==> config.mk <==
export PLATFORM = sky130hd
export DESIGN_NAME = rounded_rect_text_blend
export DESIGN_NICKNAME = d
export VERILOG_FILES = /design/src/rtl/core/rrtb_pkg.sv /design/src/rtl/core/rrtb_front.sv /design/src/rtl/core/rrtb_isqrt.sv /design/src/rtl/core/rrtb_falloff.sv /design/src/rtl/core/rounded_rect_text_blend.sv
export SDC_FILE = /design/constraint.sdc
export NUM_CORES = 2
export LEC_CHECK = 0
export BUFFER_PORTS_ARGS = -buffer_cell sky130_fd_sc_hd__buf_2
export CAP_MARGIN = 10
export CORE_MARGIN = 2
export CORE_UTILIZATION = 30
export CTS_BUF_LIST = sky130_fd_sc_hd__clkbuf_8
export DETAILED_ROUTE_END_ITERATION = 10
export GPL_TIMING_DRIVEN = 0
export MAX_ROUTING_LAYER = met4
export SETUP_SLACK_MARGIN = 0.2
export SYNTH_ARGS = -nofsm -noshare
export SYNTH_HDL_FRONTEND = slang
export SYNTH_SLANG_ARGS = --single-unit
==> constraint.sdc <==
create_clock -name clk -period 26.4 [get_ports clk]
set_input_delay 3.96 -clock clk [delete_from_list [all_inputs] [get_ports clk]]
set_output_delay 3.96 -clock clk [all_outputs]
set_load 0.02 [all_outputs]
==> src/rtl/core/rrtb_pkg.sv <==
`timescale 1ns / 1ps
`default_nettype none

package rrtb_pkg;

  localparam int COORD_BITS_DEF     = 12;
  localparam int DIST_FRAC_BITS_DEF = 4;

  localparam int SIZE_BITS      = 12;
  localparam int RADIUS_BITS    = 11;
  localparam int COLOR_BITS     = 32;
  localparam int CHAN_CNT_BITS  = 3;
  localparam int REG_INDEX_BITS = 3;
  localparam int CFG_DATA_BITS  = 32;

  // Root digits resolved per pipeline stage
  localparam int SQRT_STEPS = 2;

  localparam int FALLOFF_LEN  = 42;
  localparam int TAB_IDX_BITS = 6;

  localparam logic [7:0] BYTE_MAX = 8'hFF;

  localparam logic [CHAN_CNT_BITS-1:0] CHAN_RGB  = 3'd3;
  localparam logic [CHAN_CNT_BITS-1:0] CHAN_RGBA = 3'd4;

  typedef enum logic [REG_INDEX_BITS-1:0] {
    REG_WIDGET_WIDTH   = 3'd0,
    REG_WIDGET_HEIGHT  = 3'd1,
    REG_CORNER_RADIUS  = 3'd2,
    REG_FORE_COLOR     = 3'd3,
    REG_BACK_COLOR     = 3'd4,
    REG_IMAGE_CHANNELS = 3'd5
  } reg_index_t;

  localparam logic [SIZE_BITS-1:0]     WIDTH_RST    = 12'd64;
  localparam logic [SIZE_BITS-1:0]     HEIGHT_RST   = 12'd32;
  localparam logic [RADIUS_BITS-1:0]   RADIUS_RST   = 11'd0;
  localparam logic [COLOR_BITS-1:0]    FORE_RST     = 32'hFFFF_FFFF;
  localparam logic [COLOR_BITS-1:0]    BACK_RST     = 32'hFFD5_740D;
  localparam logic [CHAN_CNT_BITS-1:0] CHANNELS_RST = 3'd0;

  typedef struct packed {
    logic [11:0] pixel_x;
    logic [11:0] pixel_y;
    logic [7:0]  text_coverage;
    logic [7:0]  texel_zero;
    logic [7:0]  texel_one;
    logic [7:0]  texel_two;
    logic [7:0]  texel_three;
  } pix_in_t;

  typedef struct packed {
    logic [7:0] out_chan0;
    logic [7:0] out_chan1;
    logic [7:0] out_chan2;
    logic [7:0] out_alpha;
  } pix_out_t;

  typedef struct packed {
    logic [SIZE_BITS-1:0]     widget_width;
    logic [SIZE_BITS-1:0]     widget_height;
    logic [RADIUS_BITS-1:0]   corner_radius;
    logic [COLOR_BITS-1:0]    fore_color;
    logic [COLOR_BITS-1:0]    back_color;
    logic [CHAN_CNT_BITS-1:0] image_channels;
  } cfg_t;

  // Falloff alpha in 1/16 pixel steps; entries past the table read zero
  localparam logic [7:0] FALLOFF_TAB [0:63] = '{
    8'd254, 8'd227, 8'd202, 8'd179, 8'd160, 8'd142, 8'd126, 8'd113,
    8'd100, 8'd89,  8'd79,  8'd70,  8'd62,  8'd56,  8'd49,  8'd44,
    8'd39,  8'd34,  8'd30,  8'd27,  8'd24,  8'd21,  8'd19,  8'd16,
    8'd14,  8'd13,  8'd11,  8'd10,  8'd9,   8'd7,   8'd6,   8'd6,
    8'd5,   8'd4,   8'd4,   8'd3,   8'd2,   8'd2,   8'd2,   8'd1,
    8'd1,   8'd1,   8'd0,   8'd0,   8'd0,   8'd0,   8'd0,   8'd0,
    8'd0,   8'd0,   8'd0,   8'd0,   8'd0,   8'd0,   8'd0,   8'd0,
    8'd0,   8'd0,   8'd0,   8'd0,   8'd0,   8'd0,   8'd0,   8'd0
  };

  // Edge distance width: covers radius + coordinate + 1 for any size
  function automatic int dx_bits(input int coord_bits);
    return ((coord_bits > SIZE_BITS) ? coord_bits : SIZE_BITS) + 1;
  endfunction

  // Radicand width: squared distance sum, fraction bits, padded to even
  function automatic int rad_bits(input int coord_bits, input int frac_bits);
    return 2 * dx_bits(coord_bits) + 2 + 2 * frac_bits;
  endfunction

endpackage

`default_nettype wire

==> src/rtl/core/rrtb_front.sv <==
`timescale 1ns / 1ps
`default_nettype none

module rrtb_front import rrtb_pkg::*; #(
  parameter int COORD_BITS     = COORD_BITS_DEF,
  parameter int DIST_FRAC_BITS = DIST_FRAC_BITS_DEF,
  localparam int DX_BITS  = dx_bits(COORD_BITS),
  localparam int SQ_BITS  = 2 * DX_BITS + 1,
  localparam int RAD_BITS = rad_bits(COORD_BITS, DIST_FRAC_BITS)
) (
  input  logic                clk,
  input  logic                rst,
  input  cfg_t                cfg,
  input  logic                pixel_valid,
  output logic                pixel_stall,
  input  pix_in_t             pixel,
  output logic                rad_valid,
  input  logic                rad_stall,
  output logic [RAD_BITS-1:0] rad,
  output pix_out_t            color
);

  function automatic logic [DX_BITS-1:0] edge_dist(
    input logic [COORD_BITS-1:0]  p,
    input logic [SIZE_BITS-1:0]   size,
    input logic [RADIUS_BITS-1:0] r
  );
    logic [DX_BITS-1:0] pe;
    logic [DX_BITS-1:0] se;
    logic [DX_BITS-1:0] re;
    pe = DX_BITS'(p);
    se = DX_BITS'(size);
    re = DX_BITS'(r);
    if (pe < re) begin
      return re - pe;
    end else if (pe + re >= se) begin
      return pe + re - se + DX_BITS'(1);
    end
    return '0;
  endfunction

  logic ld1, ld2, ld3;
  logic v1, v2, v3;

  // Stage 1: edge distances and texel tint
  logic [7:0]         tsel [4];
  logic [15:0]        tint_c [4];
  logic [DX_BITS-1:0] dx1, dy1;
  logic [7:0]         cov1;
  logic [15:0]        tint1 [4];

  // Stage 2: squares and blend products
  logic [7:0]           back_c [4];
  logic [7:0]           ncov;
  logic [2*DX_BITS-1:0] sqx2, sqy2;
  logic [15:0]          fprod2 [4];
  logic [15:0]          bprod2 [4];

  // Stage 3: squared distance sum and blended bytes
  logic [15:0]        bsum [4];
  logic [SQ_BITS-1:0] sq3;
  pix_out_t           col3;

  assign ld3 = !v3 || !rad_stall;
  assign ld2 = !v2 || ld3;
  assign ld1 = !v1 || ld2;
  assign pixel_stall = !ld1;

  always_comb begin
    tsel[0] = pixel.texel_zero;
    tsel[1] = (cfg.image_channels >= CHAN_RGB) ? pixel.texel_one : pixel.texel_zero;
    tsel[2] = (cfg.image_channels >= CHAN_RGB) ? pixel.texel_two : pixel.texel_zero;
    tsel[3] = (cfg.image_channels >= CHAN_RGBA) ? pixel.texel_three : BYTE_MAX;
    for (int k = 0; k < 4; k++) begin
      tint_c[k] = 16'(cfg.back_color[8*k +: 8]) * 16'(tsel[k]);
    end
  end

  always_ff @(posedge clk) begin
    if (rst) begin
      v1 <= 1'b0;
    end else if (ld1) begin
      v1 <= pixel_valid;
    end
    if (ld1) begin
      dx1  <= edge_dist(COORD_BITS'(pixel.pixel_x), cfg.widget_width, cfg.corner_radius);
      dy1  <= edge_dist(COORD_BITS'(pixel.pixel_y), cfg.widget_height, cfg.corner_radius);
      cov1 <= pixel.text_coverage;
      for (int k = 0; k < 4; k++) begin
        tint1[k] <= tint_c[k];
      end
    end
  end

  always_comb begin
    ncov = BYTE_MAX - cov1;
    for (int k = 0; k < 4; k++) begin
      back_c[k] = (cfg.image_channels != '0) ? tint1[k][15:8] : cfg.back_color[8*k +: 8];
    end
  end

  always_ff @(posedge clk) begin
    if (rst) begin
      v2 <= 1'b0;
    end else if (ld2) begin
      v2 <= v1;
    end
    if (ld2) begin
      sqx2 <= (2*DX_BITS)'(dx1) * (2*DX_BITS)'(dx1);
      sqy2 <= (2*DX_BITS)'(dy1) * (2*DX_BITS)'(dy1);
      for (int k = 0; k < 4; k++) begin
        fprod2[k] <= 16'(cov1) * 16'(cfg.fore_color[8*k +: 8]);
        bprod2[k] <= 16'(ncov) * 16'(back_c[k]);
      end
    end
  end

  always_comb begin
    for (int k = 0; k < 4; k++) begin
      bsum[k] = fprod2[k] + bprod2[k];
    end
  end

  always_ff @(posedge clk) begin
    if (rst) begin
      v3 <= 1'b0;
    end else if (ld3) begin
      v3 <= v2;
    end
    if (ld3) begin
      sq3            <= SQ_BITS'(sqx2) + SQ_BITS'(sqy2);
      col3.out_chan0 <= bsum[0][15:8];
      col3.out_chan1 <= bsum[1][15:8];
      col3.out_chan2 <= bsum[2][15:8];
      col3.out_alpha <= bsum[3][15:8];
    end
  end

  assign rad_valid = v3;
  assign rad       = {1'b0, sq3, {(2*DIST_FRAC_BITS){1'b0}}};
  assign color     = col3;

endmodule

`default_nettype wire

==> src/rtl/core/rrtb_isqrt.sv <==
`timescale 1ns / 1ps
`default_nettype none

module rrtb_isqrt import rrtb_pkg::*; #(
  parameter int RAD_BITS  = 36,
  parameter int SIDE_BITS = 32,
  localparam int ROOT_BITS = RAD_BITS / 2,
  localparam int REM_BITS  = ROOT_BITS + 2,
  localparam int NSTG      = (ROOT_BITS + SQRT_STEPS - 1) / SQRT_STEPS
) (
  input  logic                 clk,
  input  logic                 rst,
  input  logic                 rad_valid,
  output logic                 rad_stall,
  input  logic [RAD_BITS-1:0]  rad,
  input  logic [SIDE_BITS-1:0] side_in,
  output logic                 root_valid,
  input  logic                 root_stall,
  output logic [ROOT_BITS-1:0] root,
  output logic [SIDE_BITS-1:0] side_out
);

  logic                 vld    [NSTG+1];
  logic                 ld     [1:NSTG];
  logic [RAD_BITS-1:0]  rad_q  [NSTG];
  logic [REM_BITS-1:0]  rem_q  [NSTG];
  logic [ROOT_BITS-1:0] root_q [NSTG+1];
  logic [SIDE_BITS-1:0] side_q [NSTG+1];

  assign vld[0]    = rad_valid;
  assign rad_q[0]  = rad;
  assign rem_q[0]  = '0;
  assign root_q[0] = '0;
  assign side_q[0] = side_in;

  for (genvar s = 0; s < NSTG; s++) begin : g_stg
    logic [RAD_BITS-1:0]  rad_c;
    logic [REM_BITS-1:0]  rem_c;
    logic [ROOT_BITS-1:0] root_c;
    logic [REM_BITS-1:0]  rem_sh;
    logic [REM_BITS-1:0]  trial;

    if (s == NSTG - 1) begin : g_last
      assign ld[s+1] = !vld[s+1] || !root_stall;
    end else begin : g_mid
      assign ld[s+1] = !vld[s+1] || ld[s+2];
    end

    // Restoring root digits: bring down two radicand bits, try 4*root+1
    always_comb begin
      rad_c  = rad_q[s];
      rem_c  = rem_q[s];
      root_c = root_q[s];
      rem_sh = '0;
      trial  = '0;
      for (int j = 0; j < SQRT_STEPS; j++) begin
        if (s * SQRT_STEPS + j < ROOT_BITS) begin
          rem_sh = {rem_c[REM_BITS-3:0], rad_c[RAD_BITS-1 -: 2]};
          trial  = {root_c, 2'b01};
          if (rem_sh >= trial) begin
            rem_c  = rem_sh - trial;
            root_c = {root_c[ROOT_BITS-2:0], 1'b1};
          end else begin
            rem_c  = rem_sh;
            root_c = {root_c[ROOT_BITS-2:0], 1'b0};
          end
          rad_c = {rad_c[RAD_BITS-3:0], 2'b00};
        end
      end
    end

    always_ff @(posedge clk) begin
      if (rst) begin
        vld[s+1] <= 1'b0;
      end else if (ld[s+1]) begin
        vld[s+1] <= vld[s];
      end
      if (ld[s+1]) begin
        root_q[s+1] <= root_c;
        side_q[s+1] <= side_q[s];
      end
    end

    if (s < NSTG - 1) begin : g_carry
      always_ff @(posedge clk) begin
        if (ld[s+1]) begin
          rad_q[s+1] <= rad_c;
          rem_q[s+1] <= rem_c;
        end
      end
    end
  end

  assign rad_stall  = !ld[1];
  assign root_valid = vld[NSTG];
  assign root       = root_q[NSTG];
  assign side_out   = side_q[NSTG];

endmodule

`default_nettype wire

==> src/rtl/core/rrtb_falloff.sv <==
`timescale 1ns / 1ps
`default_nettype none

module rrtb_falloff import rrtb_pkg::*; #(
  parameter int COORD_BITS     = COORD_BITS_DEF,
  parameter int DIST_FRAC_BITS = DIST_FRAC_BITS_DEF,
  localparam int ROOT_BITS = rad_bits(COORD_BITS, DIST_FRAC_BITS) / 2,
  localparam int IDX_BITS  = ROOT_BITS + 4,
  localparam int SHR       = (DIST_FRAC_BITS >= 4) ? DIST_FRAC_BITS - 4 : 0,
  localparam int SHL       = (DIST_FRAC_BITS < 4) ? 4 - DIST_FRAC_BITS : 0
) (
  input  logic                 clk,
  input  logic                 rst,
  input  cfg_t                 cfg,
  input  logic                 root_valid,
  output logic                 root_stall,
  input  logic [ROOT_BITS-1:0] root,
  input  pix_out_t             color,
  output logic                 result_valid,
  input  logic                 result_stall,
  output pix_out_t             result
);

  logic ld1, ld2;
  logic v1, v2;

  logic [ROOT_BITS-1:0]    r_fix;
  logic [ROOT_BITS-1:0]    diff;
  logic [IDX_BITS-1:0]     idx_full;
  logic                    repl_c;
  logic [TAB_IDX_BITS-1:0] idx_c;

  logic                    repl1;
  logic [TAB_IDX_BITS-1:0] idx1;
  pix_out_t                col1;
  pix_out_t                res2;

  assign ld2 = !v2 || !result_stall;
  assign ld1 = !v1 || ld2;
  assign root_stall = !ld1;

  // Distance past the radius, rescaled to sixteenths of a pixel
  always_comb begin
    r_fix    = ROOT_BITS'({cfg.corner_radius, {DIST_FRAC_BITS{1'b0}}});
    diff     = root - r_fix;
    idx_full = (IDX_BITS'(diff) >> SHR) << SHL;
    repl_c   = (cfg.corner_radius != '0) && (root > r_fix);
    idx_c    = (idx_full < IDX_BITS'(FALLOFF_LEN)) ? idx_full[TAB_IDX_BITS-1:0]
                                                   : TAB_IDX_BITS'(FALLOFF_LEN);
  end

  always_ff @(posedge clk) begin
    if (rst) begin
      v1 <= 1'b0;
    end else if (ld1) begin
      v1 <= root_valid;
    end
    if (ld1) begin
      repl1 <= repl_c;
      idx1  <= idx_c;
      col1  <= color;
    end
  end

  always_ff @(posedge clk) begin
    if (rst) begin
      v2 <= 1'b0;
    end else if (ld2) begin
      v2 <= v1;
    end
    if (ld2) begin
      res2.out_chan0 <= col1.out_chan0;
      res2.out_chan1 <= col1.out_chan1;
      res2.out_chan2 <= col1.out_chan2;
      res2.out_alpha <= repl1 ? FALLOFF_TAB[idx1] : col1.out_alpha;
    end
  end

  assign result_valid = v2;
  assign result       = res2;

endmodule

`default_nettype wire

==> src/rtl/core/rounded_rect_text_blend.sv <==
`timescale 1ns / 1ps
`default_nettype none

// Rounded rectangle text blend: one pixel word per clock in, one per clock out while
// no stall holds them, in order. Each word is tinted by the optional image texel, blended
// with the text coverage against the foreground color, and, where it lies past a rounded
// corner (nonzero corner radius), gets the corner falloff alpha. The root has R bits,
// R = DX + 1 + DIST_FRAC_BITS, where DX = max(COORD_BITS, 12) + 1; the integer square root
// resolves two root digits per stage and so sets the depth. Stall on the result side fills
// bubbles before it holds the input. Register writes are taken at any time (cfg_ready is
// always high) but must only be made while no pixel is in flight.

module rounded_rect_text_blend import rrtb_pkg::*; #(
  parameter int COORD_BITS     = COORD_BITS_DEF,
  parameter int DIST_FRAC_BITS = DIST_FRAC_BITS_DEF
) (
  input  logic                      clk,
  input  logic                      rst,
  input  logic                      pixel_valid,
  output logic                      pixel_stall,
  input  pix_in_t                   pixel,
  output logic                      result_valid,
  input  logic                      result_stall,
  output pix_out_t                  result,
  input  logic                      cfg_valid,
  output logic                      cfg_ready,
  input  logic [REG_INDEX_BITS-1:0] cfg_index,
  input  logic [CFG_DATA_BITS-1:0]  cfg_data
);

  localparam int RAD_BITS  = rad_bits(COORD_BITS, DIST_FRAC_BITS);
  localparam int ROOT_BITS = RAD_BITS / 2;

  cfg_t cfg;

  logic                 rad_valid, rad_stall;
  logic [RAD_BITS-1:0]  rad;
  pix_out_t             color;
  logic                 root_valid, root_stall;
  logic [ROOT_BITS-1:0] root;
  logic [$bits(pix_out_t)-1:0] side_root;

  assign cfg_ready = 1'b1;

  always_ff @(posedge clk) begin
    if (rst) begin
      cfg.widget_width   <= WIDTH_RST;
      cfg.widget_height  <= HEIGHT_RST;
      cfg.corner_radius  <= RADIUS_RST;
      cfg.fore_color     <= FORE_RST;
      cfg.back_color     <= BACK_RST;
      cfg.image_channels <= CHANNELS_RST;
    end else if (cfg_valid && cfg_ready) begin
      unique case (cfg_index)
        REG_WIDGET_WIDTH:   cfg.widget_width   <= cfg_data[SIZE_BITS-1:0];
        REG_WIDGET_HEIGHT:  cfg.widget_height  <= cfg_data[SIZE_BITS-1:0];
        REG_CORNER_RADIUS:  cfg.corner_radius  <= cfg_data[RADIUS_BITS-1:0];
        REG_FORE_COLOR:     cfg.fore_color     <= cfg_data[COLOR_BITS-1:0];
        REG_BACK_COLOR:     cfg.back_color     <= cfg_data[COLOR_BITS-1:0];
        REG_IMAGE_CHANNELS: cfg.image_channels <= cfg_data[CHAN_CNT_BITS-1:0];
        default: ;
      endcase
    end
  end

  rrtb_front #(
    .COORD_BITS     (COORD_BITS),
    .DIST_FRAC_BITS (DIST_FRAC_BITS)
  ) u_front (
    .clk         (clk),
    .rst         (rst),
    .cfg         (cfg),
    .pixel_valid (pixel_valid),
    .pixel_stall (pixel_stall),
    .pixel       (pixel),
    .rad_valid   (rad_valid),
    .rad_stall   (rad_stall),
    .rad         (rad),
    .color       (color)
  );

  rrtb_isqrt #(
    .RAD_BITS  (RAD_BITS),
    .SIDE_BITS ($bits(pix_out_t))
  ) u_isqrt (
    .clk        (clk),
    .rst        (rst),
    .rad_valid  (rad_valid),
    .rad_stall  (rad_stall),
    .rad        (rad),
    .side_in    (color),
    .root_valid (root_valid),
    .root_stall (root_stall),
    .root       (root),
    .side_out   (side_root)
  );

  rrtb_falloff #(
    .COORD_BITS     (COORD_BITS),
    .DIST_FRAC_BITS (DIST_FRAC_BITS)
  ) u_falloff (
    .clk          (clk),
    .rst          (rst),
    .cfg          (cfg),
    .root_valid   (root_valid),
    .root_stall   (root_stall),
    .root         (root),
    .color        (pix_out_t'(side_root)),
    .result_valid (result_valid),
    .result_stall (result_stall),
    .result       (result)
  );

endmodule

`default_nettype wire

* Word-level counts from Yosys, hierarchy flattened
Memory sizes are Yosys's and may differ from the RTL's.
Cells that the tools add are included.
** Word-level totals
- Word-level logic and storage cells :: 255
- Bits in latches :: 0
- Bits in read-only memories :: 512
- Flip-flop bits (word level) :: 938
- Output and inout port bits :: 35
- Memories :: 4
- Input bits :: 104
- RAM bits :: 192
** Memory list
- (no name shown) :: words 64, bits a word 8, read ports 1, clocked after Yosys merged registers in 0, wr ports 0, RTL line rrtb_falloff.sv:75 : res2.out_alpha <= repl1 ? FALLOFF_TAB[idx1] : col1.out_alpha;
- u_front.bprod2 :: words 4, bits a word 16, read ports 4, clocked after Yosys merged registers in 0, wr ports 4, RTL line rrtb_front.sv:57 : logic [15:0] bprod2 [4];
- u_front.fprod2 :: words 4, bits a word 16, read ports 4, clocked after Yosys merged registers in 0, wr ports 4, RTL line rrtb_front.sv:56 : logic [15:0] fprod2 [4];
- u_front.tint1 :: words 4, bits a word 16, read ports 4, clocked after Yosys merged registers in 0, wr ports 4, RTL line rrtb_front.sv:50 : logic [15:0] tint1 [4];
** Cells by class
- Muxes and demuxes :: 59
- Shift operators :: 0
- Reduce and logical (&&, ||, !) cells :: 40
- Equality and inequality tests :: 5
- Div/mod/pow operators :: 0
- Bitwise logic cells :: 1
- $mul :: 14
- $lt $le $gt $ge :: 27
- Add/sub/neg operators :: 32
** Operator list (number)
- two-way mux 18 bit :: 17
- multiplier 8 x 8 -> 16 bit :: 12
- two-way mux 8 bit :: 10
- adder 16 bit :: 4
- multiplier 13 x 13 -> 26 bit :: 2
- two-way mux 13 bit :: 4
- subtractor 18 x 15 -> 18 bit :: 2
- two-way mux 1 bit :: 28
- adder 26 x 26 -> 27 bit :: 1
- adder 12 x 11 -> 13 bit :: 2
- adder 13 x 1 -> 13 bit (second input constant) :: 2
- greater-or-equal comparator 13 x 12 -> 1 bit :: 2
- subtractor 11 x 12 -> 13 bit :: 2
- subtractor 13 x 12 -> 13 bit :: 2
- < comparator 12 x 11 -> 1 bit :: 2
- greater-or-equal comparator 20 x 10 -> 1 bit :: 1
- greater-or-equal comparator 20 x 11 -> 1 bit :: 1
- greater-or-equal comparator 20 x 12 -> 1 bit :: 1
- greater-or-equal comparator 20 x 13 -> 1 bit :: 1
- greater-or-equal comparator 20 x 14 -> 1 bit :: 1
- greater-or-equal comparator 20 x 15 -> 1 bit :: 1
- greater-or-equal comparator 20 x 16 -> 1 bit :: 1
- greater-or-equal comparator 20 x 17 -> 1 bit :: 1
- greater-or-equal comparator 20 x 18 -> 1 bit :: 1
- 42 further kinds :: 77

* Depth between registers and ports, before layout
- Depth after elaboration :: 17
- Gate-level depth with buffers :: 26
- Depth with buffers taken out :: 25

* Modules after synthesis
Synthesis repeated with hierarchy kept, for this count alone.
** Unflattened totals
- Cell total of the unflattened synthesis :: 8455
- Area, all modules :: 89646.0 um^2
** By module, submodules not included
- rrtb_front :: cells each 5165, area each 49217.2 um^2, sequential area each 9158.8 um^2, times used 1
- rrtb_isqrt :: cells each 2584, area each 32633.8 um^2, sequential area each 19939.1 um^2, times used 1
- rounded_rect_text_blend :: cells each 393, area each 4031.4 um^2, sequential area each 2042.0 um^2, times used 1
- rrtb_falloff :: cells each 313, area each 3763.6 um^2, sequential area each 2172.1 um^2, times used 1

* Least setup slack after synthesis
OpenSTA, ideal clock, no wires.
- Path type :: input to output
- Start :: input result_stall
- End :: output pixel_stall
- Data required time :: 22.440 ns
- Cell stages on the path :: 9
- Setup slack :: 13.173 ns
- Buffers on the path :: 1
- Arrival time :: 9.267 ns
- Path through :: nand2_1 -> nor2_1 -> and2_1 -> inv_1 -> nor2_1 -> and2_1 -> clkbuf_1 -> nand4_1 -> inv_1
** RTL lines
- from (decl) :: RTL line rounded_rect_text_blend.sv:23 : input logic result_stall,
- to (decl) :: RTL line rounded_rect_text_blend.sv:20 : output logic pixel_stall,

==> flow_summary_export.csv <==
group,metric,value,unit
placed_design,place_area,91000,sq um
worst_setup_path,path_cells,"buf_2 > nand2_2 > buf_12 > nor2_1 > and2_1 > inv_4 > buf_12 > nor2_1 > and2_1 > clkbuf_1 > nand4_1 > buf_16 > buf_8 > inv_1 > buf_2",
pwr,irDropWorstVdd,0.000158,V
placed_design,dp.final_hpwl,167000,um
clock_tree,cts_tree,"yes",
final_layout,mostFrequentLayoutCells,"inv_1, edfxtp_1, ha_1",
synth,ys_seq_area_frac,0.368,
final_layout,nets,10200,
worst_setup_path,worst-setup-path-type,"in -> out",
worst_setup_path,rr_startpoint,"cfg[2]$_SDFFE_PP0P_",
worst_setup_path,cp.required,22.44,ns
sta,clock_skew,0.0931,ns
final_layout,multiInputGateArea,48200,sq um
worst_setup_path,rrSetupSlack,18.67,ns
hold_path,hold_depth,0,
sta,maxClockFrequency,88.1,MHz
worst_setup_path,critical-path-max-stage-delay,0.38,ns
final_layout,drive_above_1_share,0.0782,
drt,ant_nets,0,
global_routing,grt_pass1_vias,60400,
placed_design,gp_congestion,0.887,
global_routing,grt_overflow_total,0,
worst_setup_path,crit_path_top_delay_cell,"nand4_1",
pwr,clkPwrFrac,0.127,
sta,tightest_slew,1.12,ns
floorplan,die_h,537,um
sta,setup_slack,15.05,ns
worst_setup_path,path_delay_family,"buffers and inverters",
clock_tree,cts_sinks,1082,
clock_tree,clockRootBuffer,"clkbuf_8",
sta,period_minus_slack,11.35,ns
final_layout,layout_commonest_cell,"inv_1",
worst_setup_path,critPathLaunchType,"input port",
sta,fin_tns_setup,0,ns
floorplan,initial_core_util,0.302,
pwr,p_int,6.90,mW
sta,setup_viol,0,
drt,routed_wirelength,211000,um
synth,yosys_warnings,0,
clock_tree,clk_latency,0.95,ns
final_layout,final_util,0.336,
hold_path,min_path_type,"reg -> reg",
sta,hold_viol,0,
floorplan,ios,139,
sta,slew_viol_final,0,
run_status,status,"completed",
synth,synth_edf_count,966,
worst_setup_path,crit_end,"pixel_stall",
pwr,sw_frac_of_total,0.428,
synth,synthArstFlopShare,0,
placed_design,place_ws,15.01,ns
global_routing,antenna_found_initial,15,
synth,yosys_register_bits,1082,
worst_setup_path,worstPathArrival,7.39,ns
global_routing,grt_pass1_wl,334000,um
sta,timing.final.crit_share,0.430,
worst_setup_path,endpoint_kind,"output port",
worst_setup_path,rr_worst_depth,21,
synth,synth_nets,9866,
clock_tree,cts_buffers,190,
synth,postSynthAreaPerCell,10.4,sq um
worst_setup_path,r2r_end,"u_front.bprod2[0][13]$_DFFE_PP_",
synth,syn_inst,8194,
final_layout,area_growth,11.2,%
pwr,comb_power_share,0.591,
worst_setup_path,critPathLaunch,"result_stall",
global_routing,grt_usage,0.150,
pwr,leakagePower,43.2,nW
pwr,p_sw,5.17,mW
drt,wire_per_inst,16.9,um
clock_tree,clockBufferDepth,4,
final_layout,fill_cells,28200,
drt,via_count,58300,
worst_setup_path,crit_cells,15,
floorplan,design.die.area,288000,sq um
final_layout,design_area,94800,sq um
clock_tree,path_clk_slew,0.06,ns
clock_tree,cts-resized-gates,0,
floorplan,core_area,282000,sq um
drt,avgViaCountPerCell,4.68,
placed_design,portBuffers,132,
floorplan,rows,195,
drt,drtPass1Iterations,6,
worst_setup_path,path_buf_inv,9,
pwr,seqPwrFrac,0.282,
floorplan,die_w,537,um
sta,rsz0062_at_grt,"false",
clock_tree,postCtsSetupBuffers,0,
final_layout,seq_area,31300,sq um
worst_setup_path,critPathMaxFanout,38,
global_routing,grt_start_max_net_pins,66,
synth,syn-cell-area,85200,sq um
flow_run,maxCapViolations,0,
synth,synth_ff_type,"edfxtp_1",
clock_tree,cts_htree_levels,4,
drt,drcViolationCount,0,
clock_tree,hold_buffers,0,
pwr,powerDensity,127,nW/um^2
sta,max_slew_margin,0.255,
synth,synthDistinctLibCells,106,
drt,first_iter_violations,3505,
[cells by family (layout without fill, tap and decap cells)]
kind of cell    Yosys count  in the layout  share of synthesized area
xor+xnor                435            435                     0.0447
fa+ha+maj              1568           1568                      0.287
buf+inv                1509           2002                     0.0670
flops                  1082           1082                      0.368
simple gates           2364           2364                      0.137
mux                      92             92                     0.0115
compound gates         1143           1143                     0.0850
other cells               1              7                  0.0000440
[stage by stage]
step / hold slack, ns / power, mW / std cells
finish: 0.329 / 12.1 / 12400
global route: 0.323 / 13.3 / 12400
global placement: 0.401 / 10.4 / 12100
floorplan: 0.400 / 8.67 / 8194
detailed placement: 0.405 / 10.6 / 12100
CTS: 0.313 / 12.2 / 12400
[state kept, by name, summed over array words and instances (netlist names), 27 cells and up]
register and cells:
cfg 102, u_falloff.col1 32, u_falloff.result 32, u_front.bprod2 64, u_front.color 32, u_front.fprod2 64, u_front.sq3 27, u_front.tint1 32
u_isqrt.g_stg.rad_c 60, u_isqrt.rem_q 130, u_isqrt.root_q 72, u_isqrt.side_out 32, u_isqrt.side_q 256
[power by group through the flow]
stage / logic (mW) / clock network (mW) / registers, mW
floorplan: 5.38 / 0 / 3.29
global route: 8.15 / 1.67 / 3.48
CTS: 7.20 / 1.60 / 3.41
detailed placement: 7.13 / 0 / 3.44
finish: 7.13 / 1.54 / 3.40
global placement: 6.99 / 0 / 3.43
[synthesized netlist by cell type, drive strengths merged, types with 10 or more instances]
master | instances | area, sq um
nor3 | 123 | 642
o41ai | 19 | 166
or4 | 13 | 105
nor2 | 523 | 1970
mux2i | 56 | 561
nor2b | 173 | 1080
ha | 930 | 11600
xor2 | 129 | 1130
o21a | 53 | 398
o21bai | 35 | 263
nand3b | 62 | 465
a22o | 14 | 123
a31oi | 34 | 213
o21ai | 244 | 1230
a21o | 100 | 751
a2111oi | 12 | 111
buf | 33 | 160
nand2 | 728 | 2740
a311oi | 10 | 105
o211ai | 22 | 165
a21oi | 391 | 1960
o2111ai | 11 | 96.3
a211oi | 22 | 170
o22ai | 16 | 100
and2 | 271 | 1700
o31ai | 29 | 218
nand3 | 63 | 315
xnor2 | 306 | 2680
inv | 1276 | 4790
and3 | 32 | 200
edfxtp | 966 | 29000
a31o | 13 | 114
clkbuf | 199 | 752
fa | 638 | 12800
nor4 | 19 | 125
or2 | 162 | 1010
nand4 | 35 | 219
nand2b | 76 | 478
mux2 | 35 | 394
or3 | 43 | 274
a21boi | 35 | 263
dfxtp | 116 | 2320
[metal layers]
metal | GRT usage | vias up | part of all wire
met5 | - | - | 0
met4 | 0.0441 | 0 | 0.029
met3 | 0.0223 | 338 | 0.050
met2 | 0.241 | 1357 | 0.46
met1 | 0.196 | 28500 | 0.46
li1 | - | 28100 | -
[worst min path at each step]
stage,from,endpoint,slack [ns]
after floorplan,u_isqrt.side_out[0]$_DFFE_PP_,u_falloff.col1[0]$_DFFE_PP_,0.40
after global placement,u_isqrt.g_stg[2].rad_c[31]$_DFFE_PP_,u_isqrt.g_stg[3].rad_c[35]$_DFFE_PP_,0.40
after detailed placement,u_isqrt.side_out[14]$_DFFE_PP_,u_falloff.col1[14]$_DFFE_PP_,0.40
after CTS,u_front.sq3[18]$_DFFE_PP_,u_isqrt.g_stg[1].rad_c[34]$_DFFE_PP_,0.31
after global routing,u_front.sq3[18]$_DFFE_PP_,u_isqrt.g_stg[1].rad_c[34]$_DFFE_PP_,0.32
final,u_front.sq3[18]$_DFFE_PP_,u_isqrt.g_stg[1].rad_c[34]$_DFFE_PP_,0.33
[cell type report]
cell class                      count  area share
Buffer                            232     0.00963
Inverter                         1277      0.0507
Timing Repair Buffer              151      0.0114
Sequential cell                  1082       0.331
Antenna cell                        6    0.000158
Clock inverter                    146      0.0109
Tap cell                         3743      0.0494
Multi-Input combinational cell   5603       0.509
Clock buffer                      196      0.0285
(Power assumes the default switching activity.)
